==> src/sv/assert_macros.svh <==
// Assertion macros used by the frame timing sequencer top level.
// Expects clk and rst (synchronous, active high) in the including scope.
`ifndef ASSERT_MACROS_SVH
`define ASSERT_MACROS_SVH

// same-cycle implication
`define AST_SAME(label, ante, cons) \
  label: assert property (@(posedge clk) disable iff (rst) (ante) |-> (cons)) \
    else $error("assertion failed");

// next-cycle implication
`define AST_NEXT(label, ante, cons) \
  label: assert property (@(posedge clk) disable iff (rst) (ante) |=> (cons)) \
    else $error("assertion failed");

`endif

==> src/sv/fts_pkg.sv <==
// Frame timing sequencer package: widths, op and status codes, FSM states,
// and the command/status structs between controller and datapath.
// No dependencies.
`timescale 1ns / 1ps
`default_nettype none
package fts_pkg;

  localparam int MAX_FRAMES = 256;
  localparam int POS_W      = 8;
  localparam int CNT_W      = 9;
  localparam int DUR_W      = 16;
  localparam int DELTA_W    = 16;
  localparam int STEP_W     = 10;
  localparam int ELAPSED_W  = 25;

  localparam logic [ELAPSED_W-1:0] ELAPSED_MAX = '1;

  localparam logic [0:0] CFG_FRAME_COUNT = 1'b0;
  localparam logic [0:0] CFG_LOOPING     = 1'b1;

  typedef enum logic [2:0] {
    OP_TICK      = 3'd0,
    OP_PLAY      = 3'd1,
    OP_PAUSE     = 3'd2,
    OP_STOP      = 3'd3,
    OP_RESTART   = 3'd4,
    OP_STEP      = 3'd5,
    OP_REVERSE   = 3'd6,
    OP_WRITE_DUR = 3'd7
  } op_t;

  typedef enum logic [1:0] {
    ST_STOPPED   = 2'd0,
    ST_PLAYING   = 2'd1,
    ST_PAUSED    = 2'd2,
    ST_COMPLETED = 2'd3
  } play_status_t;

  typedef enum logic [2:0] {
    S_IDLE,
    S_EXEC,
    S_WALK,
    S_STEP,
    S_FINISH
  } fsm_state_t;

  typedef struct packed {
    logic load;
    logic exec;
    logic walk;
    logic step_one;
    logic out_load;
  } cmd_t;

  typedef struct packed {
    op_t  op;
    logic empty;
    logic playing;
    logic walk_end;
    logic step_none;
    logic step_last;
  } sts_t;

endpackage
`default_nettype wire

==> src/sv/fts_ctrl.sv <==
// Frame timing sequencer controller: handshakes and the sequencing FSM.
// Depends on fts_pkg.
`timescale 1ns / 1ps
`default_nettype none
module fts_ctrl
  import fts_pkg::*;
(
  input  wire logic clk,
  input  wire logic rst,
  input  wire logic in_valid,
  output logic      in_ready,
  output logic      out_valid,
  input  wire logic out_ready,
  input  wire sts_t sts,
  output cmd_t      cmd
);

  fsm_state_t state, state_next;
  logic       out_free;

  assign out_free = !out_valid || out_ready;

  always_ff @(posedge clk) begin
    if (rst) begin
      state     <= S_IDLE;
      out_valid <= 1'b0;
    end else begin
      state <= state_next;
      if (cmd.out_load) begin
        out_valid <= 1'b1;
      end else if (out_ready) begin
        out_valid <= 1'b0;
      end
    end
  end

  always_comb begin
    state_next = state;
    unique case (state)
      S_IDLE: begin
        if (in_valid) state_next = S_EXEC;
      end
      S_EXEC: begin
        priority if (sts.op == OP_TICK && sts.playing && !sts.empty) begin
          state_next = S_WALK;
        end else if (sts.op == OP_STEP && !sts.empty && !sts.step_none) begin
          state_next = S_STEP;
        end else begin
          state_next = S_FINISH;
        end
      end
      S_WALK: begin
        if (sts.walk_end) state_next = S_FINISH;
      end
      S_STEP: begin
        if (sts.step_last) state_next = S_FINISH;
      end
      S_FINISH: begin
        if (out_free) state_next = S_IDLE;
      end
      default: state_next = S_IDLE;
    endcase
  end

  always_comb begin
    cmd      = '0;
    in_ready = 1'b0;
    unique case (state)
      S_IDLE: begin
        in_ready = 1'b1;
        cmd.load = in_valid;
      end
      S_EXEC:   cmd.exec     = 1'b1;
      S_WALK:   cmd.walk     = 1'b1;
      S_STEP:   cmd.step_one = 1'b1;
      S_FINISH: cmd.out_load = out_free;
      default: begin
        cmd = '0;
      end
    endcase
  end

endmodule
`default_nettype wire

==> config.mk <==
export PLATFORM = sky130hd
export DESIGN_NAME = fts_ctrl
export DESIGN_NICKNAME = d
export VERILOG_FILES = /design/src/sv/assert_macros.svh /design/src/sv/fts_pkg.sv /design/src/sv/fts_ctrl.sv
export SDC_FILE = /design/constraint.sdc
export NUM_CORES = 1
export LEC_CHECK = 0
export BUFFER_PORTS_ARGS = -buffer_cell sky130_fd_sc_hd__buf_2
export CAP_MARGIN = 20
export CORE_AREA = 2 2 39 41
export CTS_CLUSTER_DIAMETER = 50
export CTS_CLUSTER_SIZE = 24
export DETAILED_ROUTE_END_ITERATION = 12
export DIE_AREA = 0 0 41 43
export GPL_TIMING_DRIVEN = 1
export REMOVE_ABC_BUFFERS = 1
export SYNTH_ARGS = -nofsm -noshare
export SYNTH_HDL_FRONTEND = slang
export SYNTH_SLANG_ARGS = --single-unit
==> constraint.sdc <==
create_clock -name clk -period 1.2 [get_ports clk]
set_input_delay 0 -clock clk [delete_from_list [all_inputs] [get_ports clk]]
set_output_delay 0 -clock clk [all_outputs]
set_load 0.01 [all_outputs]
==> impl_metrics.tcl <==
set metrics [dict create \
    critPathKind "reg2out" \
    rows 14 \
    pwr-share-clk_pct 39.5 \
    synth_fa_ha_area_share_pct 0 \
    place.gp.congestion 0.776 \
    setup_viol 0 \
    rrSetupSlack_ps 70 \
    synth_xor_area_share_pct 0 \
    area_growth_pct 62.4 \
    post_drt_wl_per_cell_um 9.75 \
    avgSynthCellArea_sq_um 8.64 \
    grt_pass1_wl_um 1100 \
    clk_path_buf_depth 2 \
    cts_tree "built" \
    synth.yosys.seq_area_share_pct 29.0 \
    drtPass1Iterations 4 \
    regArea_sq_um 88.8 \
    multi_input_area_sq_um 203 \
    cp.required_ps 1200 \
    cp_top_family "flip-flops" \
    grt_pass1_vias 304 \
    synth-seq-cells 4 \
    drive_gt1_share_pct 60.7 \
    synth_ff_type "dfxtp_1" \
    drtAntennaViolNets 0 \
    critical_path_arrival_ps 1180 \
    slew_viol_final 0 \
    r2r_start "state[0]" \
    initial_core_util_pct 20.0 \
    die-area_sq_mm 0.00176 \
    avgViaCountPerCell 4.50 \
    period_minus_slack_ps 1180 \
    min_period_over_period_pct 98.3 \
    yosysWarnings 0 \
    die_h_um 43 \
    fin_nets 70 \
    slew-limit-headroom_pct 80.3 \
    intPower_uw 311 \
    p_seq_share_pct 36.0 \
    grt_max_degree 9 \
    p_sw_share_pct 27.0 \
    synth_edf_count 0 \
    switchingPower_uw 115 \
    hp-class "in2reg" \
    dp_hpwl_um 549 \
    yosysUniqueCellTypes 20 \
    tightest_slew_ps 293 \
    fp.dieW_um 41 \
    cts.clk_slew.worst_paths_ps 40 \
    clock.fmax_mhz 848 \
    io_pins 19 \
    hold_viol_final 0 \
    endpoint_kind "output pin" \
    final_util_pct 32.5 \
    slowest_stage "dfxtp_2" \
    drtIter0Drc 7 \
    drcViolationCount 0 \
    io_buffer_count 18 \
    syn_area_sq_um 277 \
    antenna_found_initial 0 \
    power_density_mw_per_mm2 949 \
    maxCapViolCount 0 \
    startpoint_type "flop" \
    r2r_cells 4 \
    combPwrFrac_pct 24.5 \
    grt_util_all_layers_pct 9.65 \
    n_fill_cell 157 \
    synthCells 32 \
    cts_root_buf "clkbuf_4" \
    synth.area.mux_share_pct 3.62 \
    postLayoutCellArea_sq_um 449 \
    status "finished, final reports clean" \
    core_area_sq_mm 0.00138 \
    critPathLaunch "state[1]" \
    setup_tns_ps 0 \
    gr-total-overflow 0 \
    crit_path_max_fanout 6 \
    synth_top_family_by_area "simple AND/OR/NAND/NOR gates" \
    dr_total_vias 324 \
    clock_latency_ps 230 \
    r2r_end "state[0]" \
    irDropWorstVdd_mv 0.342 \
    h-tree-depth 1 \
    crit_path_max_incr_delay_ps 350 \
    numCtsBuffers 3 \
    critPathCapture "cmd[0]" \
    path_cells "nor3b_4 -> buf_4 -> nor2b_1 -> buf_2" \
    route.final.wire_length_um 702 \
    async_reset_ff_share_pct 0 \
    rsz0062_at_grt "yes" \
    yosys.area_share.simple_pct 49.3 \
    dpl_cell_area_sq_um 394 \
    path_buf_inv 2 \
    final_common_cell "buf_2" \
    synth_compound_area_share_pct 18.1 \
    clock-sinks 4 \
    num_antenna_cells 0 \
    worstSetupPathDepth 4 \
    total_leakage_power_uw 0.000208 \
    fin_skew_ps 0.282 \
    mostFrequentLayoutCells "18 x buf_2, 3 x and2b_2, 3 x nor2_1, 3 x nand2_1, 3 x clkbuf_4" \
]
-- how the worst min path moves through the flow --
stage	startpoint	endpoint	slack [ps]	depth (start not counted)
2_1_floorplan	rst	state[2]	70	1
3_5_place_dp	rst	out_valid	220	2
6_report	in_valid	state[0]	100	3
5_1_grt	in_valid	state[0]	120	3
4_1_cts	in_valid	state[0]	100	3
3_3_place_gp	rst	state[2]	220	2
-- sequential cells by signal, indices dropped and copies added (netlist names) --
name,flops
state,3
out_valid,1
-- kinds of logic (layout without fill, tap and decap cells) --
| logic type | Yosys count | in the layout |
|---|---|---|
| buffers and inverters | 0 | 24 |
| and+or+nand+nor | 20 | 20 |
| DFF | 4 | 4 |
| muxes | 1 | 1 |
| AOI/OAI and AO/OA | 7 | 7 |
-- timing repair --
item | in CTS | in global routing
hold buffers | 1 | 0
gates resized for setup | 4 | 2
endpoints found under the hold margin | 4 | 0
setup buffers | 1 | 0
endpoints found under the setup margin | 5 | 6
-- final cells by class --
type	count	share of cell area (%)
multi-input combinational	28	45.1
clock buffer	3	5.01
tap	16	4.46
sequential	4	19.8
timing repair buffer	21	25.6
-- routing by layer --
metal / GRT usage [%] / vias up / share of wire, %
met2: 13.4 / 16 / 50
met5: 0 / - / 0
met3: 4.71 / 0 / 9.3
met4: 8.00 / 0 / 0
li1: - / 162 / -
met1: 10.3 / 146 / 41
-- stage by stage --
stage                     worst slack (ps)  total power (uW)  hold slack, ps  std cells
after floorplan                       90.3               204            69.4         32
after global placement                50.1               250             217         67
after detailed placement             -21.5               252             218         67
after CTS                             2.01               439             102         72
after global routing                 -64.6               465             119         72
final                                 20.4               426             105         72
-- Yosys cell counts, types with 2 or more instances --
master,number,share of area (%)
and2b_2,3,9.5
and2_2,2,5.4
a31oi_1,2,4.5
nor2_1,3,4.1
nand2_1,3,4.1
dfxtp_1,4,29
a211oi_1,2,5.4
-- power by group through the flow --
stage               registers, uW  clock network (uW)  logic, uW
floorplan                     153                   0       51.4
global placement              154                   0       95.8
detailed placement            155                   0       97.3
CTS                           155                 177        106
global route                  156                 195        115
finish                        154                 168        105
-- worst reg2reg max path, stage by stage (launching register included) --
cell and delay, ps:
dfxtp_4 380, mux2i_1 290, a22oi_2 100, a21oi_1 170
a211oi_1 60
Note: power is estimated with default switching activity, not from simulation.
